**src/hw/rtl/sobel_pkg.sv**
```systemverilog
`default_nettype none
package sobel_pkg;
   localparam int MaxWidthDefault  = 1024;
   localparam int MaxHeightDefault = 4096;
   localparam int PixW = 24;
   localparam int ChanW = 8;
   localparam int CfgDataW = 13;
   localparam int CfgIdxW = 1;
   localparam logic [CfgIdxW-1:0] REG_WIDTH  = 1'b0;
   localparam logic [CfgIdxW-1:0] REG_HEIGHT = 1'b1;
   localparam logic [10:0] WidthReset  = 11'd640;
   localparam logic [12:0] HeightReset = 13'd480;
   localparam logic [7:0] SatMax = 8'd255;

   typedef struct packed {
      logic [7:0] red;
      logic [7:0] green;
      logic [7:0] blue;
      logic       drain;
   } req_type;

   typedef struct packed {
      logic [7:0] edge_red;
      logic [7:0] edge_green;
      logic [7:0] edge_blue;
      logic       frame_last;
   } rsp_type;
endpackage
`default_nettype wire

```
**src/hw/rtl/sobel_lane.sv**
```systemverilog
`default_nettype none
// One colour channel: gradients, squared sum, then a 255-step iterative root.
module sobel_lane (
   input  wire logic                clock,
   input  wire logic                reset,
   input  wire logic                start,
   input  wire logic [9*8-1:0]      win,
   output logic                     done,
   output logic [7:0]               mag
);
   import sobel_pkg::*;
   logic signed [11:0] gx, gy;
   logic [20:0] sum_ff, sum_in;
   logic [8:0]  k_ff, k_in;
   logic [7:0]  n_ff, n_in;
   logic        busy_ff, busy_in;
   logic [16:0] prod;
   function automatic logic signed [11:0] px(input logic [71:0] w, input int i);
      return $signed({4'b0, w[i*8 +: 8]});
   endfunction
   always_comb begin
      gx = (px(win,2) + 12'sd2*px(win,5) + px(win,8)) - (px(win,0) + 12'sd2*px(win,3) + px(win,6));
      gy = (px(win,6) + 12'sd2*px(win,7) + px(win,8)) - (px(win,0) + 12'sd2*px(win,1) + px(win,2));
      prod = 17'(k_ff) * 17'(k_ff - 9'd1);
      sum_in = sum_ff; k_in = k_ff; n_in = n_ff; busy_in = busy_ff;
      if (start) begin
         sum_in = 21'(gx*gx) + 21'(gy*gy);
         k_in = 9'd1; n_in = '0; busy_in = 1'b1;
      end else if (busy_ff) begin
         if (21'(prod) < sum_ff) n_in = k_ff[7:0];
         if (k_ff[7:0] == SatMax) busy_in = 1'b0;
         k_in = k_ff + 9'd1;
      end
   end
   always_ff @(posedge clock) begin
      if (reset) busy_ff <= 1'b0;
      else busy_ff <= busy_in;
      sum_ff <= sum_in; k_ff <= k_in; n_ff <= n_in;
   end
   assign done = busy_ff && k_ff[7:0] == SatMax;
   assign mag  = (21'(prod) < sum_ff) ? k_ff[7:0] : n_ff;
endmodule
`default_nettype wire

```
**config.mk**
```make
export PLATFORM = sky130hd
export DESIGN_NAME = sobel_lane
export DESIGN_NICKNAME = d
export VERILOG_FILES = /design/src/hw/rtl/sobel_pkg.sv /design/src/hw/rtl/sobel_lane.sv
export SDC_FILE = /design/constraint.sdc
export NUM_CORES = 1
export LEC_CHECK = 0
export BUFFER_PORTS_ARGS = -buffer_cell sky130_fd_sc_hd__buf_2
export CAP_MARGIN = 20
export CELL_PAD_IN_SITES_DETAIL_PLACEMENT = 1
export CELL_PAD_IN_SITES_GLOBAL_PLACEMENT = 1
export CORE_AREA = 2 2 191 193
export DETAILED_ROUTE_END_ITERATION = 12
export DIE_AREA = 0 0 193 195
export GPL_TIMING_DRIVEN = 0
export PLACE_DENSITY = 0.86
export SLEW_MARGIN = 30
export SYNTH_ARGS = -nofsm -noshare
export SYNTH_HDL_FRONTEND = slang
export SYNTH_SLANG_ARGS = --single-unit
```
**constraint.sdc**
```tcl
create_clock -name clock -period 19.4 [get_ports clock]
set_input_delay 4.85 -clock clock [delete_from_list [all_inputs] [get_ports clock]]
set_output_delay 4.85 -clock clock [all_outputs]
set_load 0.01 [all_outputs]
```
==> results.txt, run 1 <==
Yosys warns - 0
Post-DRT Antenna Nets - 0
# Post-CTS Setup Buffers - 0
FFs w/ async S/R, synth - 0%
Seq. cell area - 991 um2
DR vias - 11,438
CTS Buf Count - 5
Sequential share of the synthesized area - 6.29%
Share of layout cells above drive strength 1 - 6.58%
Slew Viols, Final - 0
Busiest grt layer - met2
Vias/cell - 5.18
Syn avg cell area - 9.47 um2
WS Path Type - in -> reg
Non-Filler Instances - 2,210
Worst Hold Class - reg -> reg
RSZ-0062 raised after global routing - no
First-pass GRT wire length - 70,500 um
Setup crit start kind - input port
Synthesized instance count - 1,665
Synth top area share - 46.0%
Largest net degree at the start of global routing - 23
Status - completed
Initial antenna violation count - 1
Rows - 69
Worst Tran Pin Value - 1030 ps
Arr. time, crit path - 15,480 ps
Vias in the first global route - 13,918
Clock slew at reported path FFs - 70 ps
PortBufs - 75
Fin nets - 2,362
Dpl hpwl - 37,900 um
GR Util met2 - 46.9%
TNS Setup - 0 ps
CP Data Required Time - 19,410 ps
Die Ht - 195 um
Total wire length - 42,600 um
Clk buf depth - 2
Hold buffer count at cts - 0
Starting density of the core - 44.5%
Die area - 0.0376 mm2
Clock tree sinks - 39
Worst setup EP type - flop
Post-synth EDFFs - 21
RD Place Congestion - 0.862
Yosys cell types - 55
Final setup violation count - 0
Clock Skew - 7.70 ps
Worst-Skew Late Latency - 300 ps
Fin crit share - 79.7%
Register bit total from synthesis - 39
Die W - 193 um
First-pass iteration count of the detailed router - 5
CTS H-tree depth - 2
Clock root buffer - clkbuf_16
CORE AREA - 0.0354 mm2
Tmin final - 15,470 ps
Final hold violations - 0
Starting DRT DRC Count - 490
Resized Gates After CTS - 0
Worst slew margin - 31.4%
DRC - 0
Largest fanout on the critical path - 6
Layout area overhead - 7.18%
Leading register cell type out of synthesis - edfxtp_1
Net Count, Synth - 2,280
Num ports - 84
Met3 Usage GRT - 3.06%
Synth Cell Area - 0.0158 mm2
Grt met1 use - 26.3%
CTS tree - yes
Most frequent cells in the layout - inv_1 (510), fa_1 (362), ha_1 (178)
Commonest non-fill, non-tap cell in the layout - inv_1
Crit-path max cell delay - 630 ps
Multi-input logic area - 0.0128 mm2
Area leader, netlist - fa_1
Area contributors post-synth - fa_1 (46%), ha_1 (14%), inv_1 (12%)
Slowest CP cell - xor2_1
Fillcell total - 4,135
Inst Count DP - 2,201
F_max - 0.0646 GHz
GR Overflow Total - 0
Routed len/inst - 19.3 um
Max-cap violations - 0
All-Layer GR Usage - 24.2%
## sequential cells by signal (all words and copies together) (netlist names)
| register | cells |
|---|---|
| sum_ff | 21 |
| busy_ff | 1 |
| n_ff | 8 |
| k_ff | 9 |
## routing by layer
layer | part of all wire, % | vias up
met5 | 0 | -
met4 | 4.3 | 0
met3 | 3.2 | 114
met2 | 56 | 278
met1 | 37 | 6007
li1 | - | 5039
## critical path: cells and delay by family
kind            cells  cell delay (ps)
simple gates        4              850
xor+xnor            3             1190
buf+inv            12             1130
compound gates      7             1610
fa+ha+maj          13             5840
## path summary, 6_finish.rpt
path / to / slack (ps) / depth (start not counted) / start
worst max register to register: n_ff[1] / 11010 / 31 / k_ff[1]
worst min register to register: n_ff[5] / 480 / 2 / n_ff[5]
worst max-delay path: sum_ff[20] / 3930 / 39 / win[0]
worst min-delay path: n_ff[5] / 480 / 2 / n_ff[5]
## metrics by stage
stage | cell area (um2) | setup slack (ps) | utilization (%) | hold slack [ps]
floorplan | 15800 | 5550 | - | 432
global placement | 16700 | 4240 | 47.2 | 441
detailed placement | 16700 | 3750 | 47.3 | 459
CTS | 16900 | 4040 | 47.7 | 470
global route | 16900 | 3540 | 47.7 | 504
finish | 16900 | 3930 | 47.7 | 476
## layout make-up
class	instances	share of cell area, %
Antenna cell	1	0.0148
Buffer	24	0.548
Clock buffer	5	0.741
Inverter	516	11.5
Clock inverter	3	0.118
Sequential cell	39	5.86
Tap cell	461	3.41
Multi-Input combinational cell	1086	75.6
Timing Repair Buffer	75	2.22
## cell usage after synthesis, types with 11 or more instances
master	count
nor3_1	11
fa_1	362
nand2_1	108
a21oi_1	32
o21a_1	11
a21o_1	22
ha_1	178
o21ai_0	17
xor2_1	15
nand2b_1	35
and2_1	33
xnor2_1	58
clkbuf_1	22
dfxtp_1	18
nor2_1	84
inv_1	510
edfxtp_1	21
nor2b_1	37
## logic make-up after synthesis
family	synth area share (%)
adder cells (fa/ha/maj)	60.1
multiplexers	1.21
flip-flops	6.29
AND/OR/NAND/NOR	10.3
AO/OA/AOI/OAI	4.86
buffers and inverters	12.9
XOR/XNOR	4.41
Power of run 1 is left out: the tool's default activity adds up to more than one toggle a clock period on the data nets, which glitch-free logic cannot reach.
==> inputs of run 2 (changes only) <==
--- a/config.mk
+++ b/config.mk
@@ -5,15 +5,16 @@
 export SDC_FILE = /design/constraint.sdc
 export NUM_CORES = 1
 export LEC_CHECK = 0
+export ABC_AREA = 1
 export BUFFER_PORTS_ARGS = -buffer_cell sky130_fd_sc_hd__buf_2
 export CAP_MARGIN = 20
 export CELL_PAD_IN_SITES_DETAIL_PLACEMENT = 1
 export CELL_PAD_IN_SITES_GLOBAL_PLACEMENT = 1
-export CORE_AREA = 2 2 191 193
+export CORE_AREA = 2 2 194 196
 export DETAILED_ROUTE_END_ITERATION = 12
-export DIE_AREA = 0 0 193 195
+export DIE_AREA = 0 0 196 198
 export GPL_TIMING_DRIVEN = 0
-export PLACE_DENSITY = 0.86
+export PLACE_DENSITY = 0.9
 export SLEW_MARGIN = 30
 export SYNTH_ARGS = -nofsm -noshare
 export SYNTH_HDL_FRONTEND = slang
==> constraint.sdc (replaced) <==
create_clock -name clock -period 12.65 [get_ports clock]
set_input_delay 3.1625 -clock clock [delete_from_list [all_inputs] [get_ports clock]]
set_output_delay 3.1625 -clock clock [all_outputs]
set_load 0.01 [all_outputs]
==> run 2 against run 1 <==
Compared with the run above: critical path depth up 2; core utilization is 0.26 points lower; routed wire length is 15% higher; largest cell class unchanged; register-to-register slack got worse by 7200 ps; non-clock buffer count down 5; die area rose by 3.1%; sequential share of layout area down 0.22 points; global-route usage increased by 1.7 points; first-iteration DRC count grew 72%; synthesized cell count up 17%; highest routed layer unchanged.
==> results.txt, run 2 <==
CP Data Required Time - 12,690 ps (-6720 ps)
Net Count, Synth - 2,555 (+12%)
Post-synth EDFFs - 21 (unchanged)
Final hold violations - 0 (unchanged)
Starting density of the core - 44.0% (-0.53 points)
CTS tree - yes
Worst setup EP type - flop
Register bit total from synthesis - 39 (unchanged)
Final Core Density - 47.5% (-0.26 points)
Post-synth top cells - inv_1 (617), fa_1 (362), nand2_1 (268)
PnR worst setup slack - 243 ps (-3690 ps)
Routed len/inst - 19.6 um (+1.5%)
Clock Skew - 3.83 ps (-3.86 ps)
WS Path Type - in -> reg
DRC - 0 (unchanged)
Tmin final - 12,410 ps
RD Place Congestion - 0.902 (+4.7%)
Leading register cell type out of synthesis - edfxtp_1
Largest registers - sum_ff: 21 flops, k_ff: 9 flops, n_ff: 8 flops
Area contributors post-synth - fa_1 (45%), inv_1 (14%), ha_1 (14%)
Sequential share of the synthesized area - 6.09% (-0.19 points)
Initial antenna violation count - 0 (-1)
Fin crit share - 98.1%
Vias/cell - 5.26 (+1.7%)
Final setup violation count - 0 (unchanged)
Worst Hold Class - reg -> reg
Die Ht - 198 um (+1.5%)
Clk buf depth - 2 (unchanged)
Commonest non-fill, non-tap cell in the layout - inv_1
Place WS - -463 ps (-4210 ps)
Post-DRT Antenna Nets - 0 (unchanged)
Max-cap violations - 0 (unchanged)
Synthesized instance count - 1,940 (+17%)
Hold buffer count at cts - 0 (unchanged)
Largest register FFs - 21 (unchanged)
Worst Tran Pin Value - 799 ps (-226 ps)
First-pass iteration count of the detailed router - 5 (unchanged)
PortBufs - 75 (unchanged)
Status - completed
Die W - 196 um (+1.6%)
Yosys cell types - 40 (-27%)
Layout area overhead - 7.89%
F_max - 0.0806 GHz
DR vias - 13,143 (+15%)
Worst slew margin - 46.3% (+15 points)
Die area - 0.0388 mm2 (+3.1%)
CTS H-tree depth - 2 (unchanged)
ANT cells - 0 (-1)
Synth top area share - 44.6% (-1.4 points)
Rows - 71 (+2.9%)
Num ports - 84 (unchanged)
Crit-path max cell delay - 570 ps (-60 ps)
Starting DRT DRC Count - 844 (+72%)
Slowest CP cell - fa_1
Area leader, netlist - fa_1
All-Layer GR Usage - 25.9% (+1.7 points)
Largest fanout on the critical path - 10 (+4)
Vias in the first global route - 15,834 (+14%)
GR Overflow Total - 0 (unchanged)
First-pass GRT wire length - 78,300 um (+11%)
Setup crit start kind - input port
Worst hold slack - 581 ps (+105 ps)
Clock tree sinks - 39 (unchanged)
Clock slew at reported path FFs - 60 ps (about the same)
Fin nets - 2,638 (+12%)
Dpl hpwl - 41,200 um (+8.6%)
FFs w/ async S/R, synth - 0% (unchanged)
Most common cell in the netlist - inv_1
Worst R2R Setup Slack - 3790 ps (-7220 ps)
Synth Cell Area - 0.0163 mm2 (+3.2%)
Total wire length - 48,900 um (+15%)
Largest net degree at the start of global routing - 25 (+8.7%)
CORE AREA - 0.0370 mm2 (+4.4%)
Most frequent cells in the layout - inv_1 (616), fa_1 (362), nand2_1 (266)
Share of layout cells above drive strength 1 - 7.31% (+0.73 points)
Syn avg cell area - 8.38 um2 (-11%)
Cell repeated most along the worst path - inv_1
CTS Buf Count - 5 (unchanged)
Yosys warns - 0 (unchanged)
Arr. time, crit path - 12,440 ps (-3040 ps)
TNS Setup - 0 ps (unchanged)
Most flops, register - sum_ff
Slew Viols, Final - 0 (unchanged)
Worst-Skew Late Latency - 300 ps (about the same)
Clock root buffer - clkbuf_16
==> run 2: cell count changes in the layout (fill, tap and decap cells not counted), sizes merged, moves of 10 or more <==
cell / before / now
a21o: 22 / 3
and2: 33 / 0
inv: 512 / 627
nand2: 108 / 281
nand2b: 35 / 0
nand3: 7 / 45
nand4: 3 / 15
nor2: 85 / 215
nor2b: 37 / 0
o21a: 11 / 1
xnor2: 59 / 19
xor2: 16 / 32
==> run 2: final timing paths <==
check                           cells after the start  startpoint         end
worst min-delay path                                4     n_ff[5]     n_ff[5]
worst min register to register                      4     n_ff[5]     n_ff[5]
worst max register to register                     37     k_ff[3]     n_ff[5]
worst max-delay path                               41     win[16]  sum_ff[18]
==> run 2: repair_timing <==
action	in CTS	in global routing
setup buffers	1	1
endpoints found under the setup margin	3	8
resized for setup	2	24
pin swaps	1	1
==> run 2: cells by family (layout without fill, tap and decap cells) <==
group / after synthesis / in the layout / share of synthesized area, %
AO/OA/AOI/OAI: 90 / 90 / 3.18
XOR/XNOR: 51 / 51 / 2.79
adder cells (fa/ha/maj): 540 / 540 / 58.3
buffers and inverters: 650 / 734 / 15.1
flip-flops: 39 / 39 / 6.09
AND/OR/NAND/NOR: 570 / 570 / 14.6
==> run 2: layout make-up <==
type / instances / area, um2
clock inverters: 2 / 60.1
repair buffers: 77 / 390
fillers: 4482 / 19400
well taps: 474 / 593
inverters: 632 / 2380
multi-input cells: 1251 / 12900
clock buffers: 6 / 129
flip-flops and latches: 39 / 991
plain buffers: 17 / 83.8
==> run 2: critical path, delay by kind of cell <==
| kind | cells | cell delay [ps] |
|---|---|---|
| AO/OA/AOI/OAI | 6 | 1070 |
| XOR/XNOR | 2 | 500 |
| adder cells (fa/ha/maj) | 13 | 5860 |
| buffers and inverters | 14 | 1120 |
| AND/OR/NAND/NOR | 6 | 720 |
==> run 2: metrics by stage <==
step	std cells	area, um2
after floorplan	1940	16300
after global placement	2489	17200
after detailed placement	2489	17200
after CTS	2498	17400
after global routing	2498	17500
final	2498	17500
==> run 2: per-layer routing <==
layer | wire, um | track usage (%) | vias to the layer above
met5 | 0 | 0 | -
met4 | 2790 | 13.7 | 0
met3 | 2370 | 3.25 | 198
met2 | 26500 | 49.6 | 481
met1 | 17300 | 27.8 | 6715
li1 | - | - | 5749
Power of run 2 is left out for the same reason.
==> inputs of run 3 (changes only) <==
--- a/config.mk
+++ b/config.mk
@@ -15,7 +15,6 @@
 export DIE_AREA = 0 0 196 198
 export GPL_TIMING_DRIVEN = 0
 export PLACE_DENSITY = 0.9
-export SLEW_MARGIN = 30
 export SYNTH_ARGS = -nofsm -noshare
 export SYNTH_HDL_FRONTEND = slang
 export SYNTH_SLANG_ARGS = --single-unit
==> constraint.sdc (replaced) <==
create_clock -name clock -period 12.65 [get_ports clock]
set_input_delay 2.53 -clock clock [delete_from_list [all_inputs] [get_ports clock]]
set_output_delay 2.53 -clock clock [all_outputs]
set_load 0.01 [all_outputs]
==> run 3 against run 2 <==
Compared with the run above: hold slack gained 3.0 ps; die area is the same; first-iteration DRC count shrank 13%; global-route usage shrank 0.10 points; critical path depth grew 1; via count shrank 0.75%.
==> results.txt, run 3 (synthesis gave the netlist of run 2 again) <==
Hold buffer count at cts - 0 (unchanged)
Worst setup EP type - flop
PortBufs - 75 (unchanged)
WS Path Type - in -> reg
Max-cap violations - 0 (unchanged)
Clock slew at reported path FFs - 70 ps (about the same)
Slowest CP cell - fa_1
First-pass iteration count of the detailed router - 5 (unchanged)
RR Startpoint - k_ff[3]
CTS tree - yes
Die Ht - 198 um (unchanged)
Crit-path max cell delay - 570 ps (about the same)
Largest net degree at the start of global routing - 25 (unchanged)
Starting density of the core - 44.0% (unchanged)
Initial antenna violation count - 0 (unchanged)
Most frequent cells in the layout - inv_1 (617), fa_1 (362), nand2_1 (268)
Final hold violations - 0 (unchanged)
Critical R2R Capture - n_ff[5]
Buffers plus inverters on the worst setup path - 14 (unchanged)
F_max - 0.0822 GHz (+2.0%)
Layout area overhead - 7.16%
Vias/cell - 5.22 (-0.71%)
Slew Viols, Final - 0 (unchanged)
Setup crit start kind - input port
DR vias - 13,044 (-0.75%)
Post-DRT Antenna Nets - 0 (unchanged)
Largest register FFs - 21 (unchanged)
Fin nets - 2,637 (-0.038%)
R2R depth - 37 (unchanged)
Cell repeated most along the worst path - inv_1
Hold path depth - 4 (unchanged)
Worst Tran Pin Value - 1020 ps (+219 ps)
Vias in the first global route - 15,788 (-0.29%)
Largest registers - sum_ff: 21 flops, k_ff: 9 flops, n_ff: 8 flops
Worst-Skew Late Latency - 300 ps (about the same)
TNS Setup - 0 ps (unchanged)
Worst R2R Setup Slack - 3790 ps (about the same)
Clock root buffer - clkbuf_16
First-pass GRT wire length - 78,100 um (-0.31%)
CP Data Required Time - 12,700 ps (about the same)
Routed len/inst - 19.0 um (-2.9%)
Arr. time, crit path - 12,220 ps (-220 ps)
Fin crit share - 96.2% (-1.9 points)
Num ports - 84 (unchanged)
Status - completed
Starting DRT DRC Count - 732 (-13%)
Clk buf depth - 2 (unchanged)
# Post-CTS Setup Buffers - 0 (-1)
RD Place Congestion - 0.902 (unchanged)
Die W - 196 um (unchanged)
Dpl hpwl - 41,200 um (unchanged)
Total wire length - 47,400 um (-3.0%)
Worst Hold Class - reg -> reg
GR Overflow Total - 0 (unchanged)
Hold Crit Endpoint - n_ff[6]
Resized Gates After CTS - 0 (-2)
Critical hold path startpoint - n_ff[6]
CORE AREA - 0.0370 mm2 (unchanged)
Tmin final - 12,170 ps (-240 ps)
Final setup violation count - 0 (unchanged)
ANT cells - 0 (unchanged)
Commonest non-fill, non-tap cell in the layout - inv_1
Share of layout cells above drive strength 1 - 6.43% (-0.89 points)
Rows - 71 (unchanged)
Die area - 0.0388 mm2 (unchanged)
Worst slew margin - 31.9% (-14 points)
DRC - 0 (unchanged)
Clock tree sinks - 39 (unchanged)
Clock Skew - 4.86 ps (+1.03 ps)
CTS H-tree depth - 2 (unchanged)
Delay-heaviest family, CP - adder cells
CTS Buf Count - 5 (unchanged)
RSZ-0062 raised after global routing - no
Most flops, register - sum_ff
All-Layer GR Usage - 25.8% (-0.10 points)
Largest fanout on the critical path - 10 (unchanged)
## run 3: changes by cell type in the layout (fill, tap and decap cells not counted), sizes merged
| cell | previous run | this run |
|---|---|---|
| clkbuf | 18 | 19 |
| clkinvlp | 1 | 0 |
| inv | 627 | 628 |
| buf | 82 | 80 |
## run 3: worst max path at each step
stage            endpoint  slack (ps)     from  depth (start not counted)
2_1_floorplan  sum_ff[18]        1670  win[16]                         40
3_3_place_gp   sum_ff[20]         680  win[16]                         42
3_5_place_dp   sum_ff[20]         170  win[16]                         43
4_1_cts        sum_ff[20]         410  win[16]                         42
5_1_grt        sum_ff[20]          90  win[16]                         42
6_report       sum_ff[20]         480  win[16]                         42
## run 3: layer usage
metal  global-route usage (%)  part of all wire, %  wire, um  vias up
met2                     49.5                   54     25800      456
met5                        0                    0         0        -
li1                         -                    -         -     5746
met3                     3.15                  4.7      2210      185
met4                     13.4                  5.7      2690        0
met1                     27.7                   35     16800     6657
## run 3: per-stage QoR
stage / utilization (%) / instance area, um2 / setup WS (ps) / hold WS, ps / cells
floorplan: - / 16300 / 1670 / 515 / 1940
global placement: 46.6 / 17200 / 680 / 546 / 2489
detailed placement: 46.6 / 17200 / 169 / 567 / 2489
CTS: 47.1 / 17400 / 413 / 585 / 2497
global route: 47.2 / 17400 / 86.7 / 632 / 2497
finish: 47.2 / 17400 / 483 / 584 / 2497
## run 3: worst reg2reg max path: cells and delay by family (launching register included)
| family | cells | cell delay (ps) |
|---|---|---|
| buf+inv | 9 | 1280 |
| compound gates | 2 | 300 |
| simple gates | 17 | 3160 |
| flops | 1 | 320 |
| xor+xnor | 1 | 200 |
| fa+ha+maj | 8 | 3540 |
## run 3: cell type report
cell class,instances,area [um2]
inverters,632,2370
fillers,4508,19500
clock inverters,2,60.1
multi-input cells,1251,12800
plain buffers,18,86.3
repair buffers,75,375
well taps,474,593
clock buffers,6,129
flip-flops and latches,39,991
Power of run 3 is left out for the same reason.
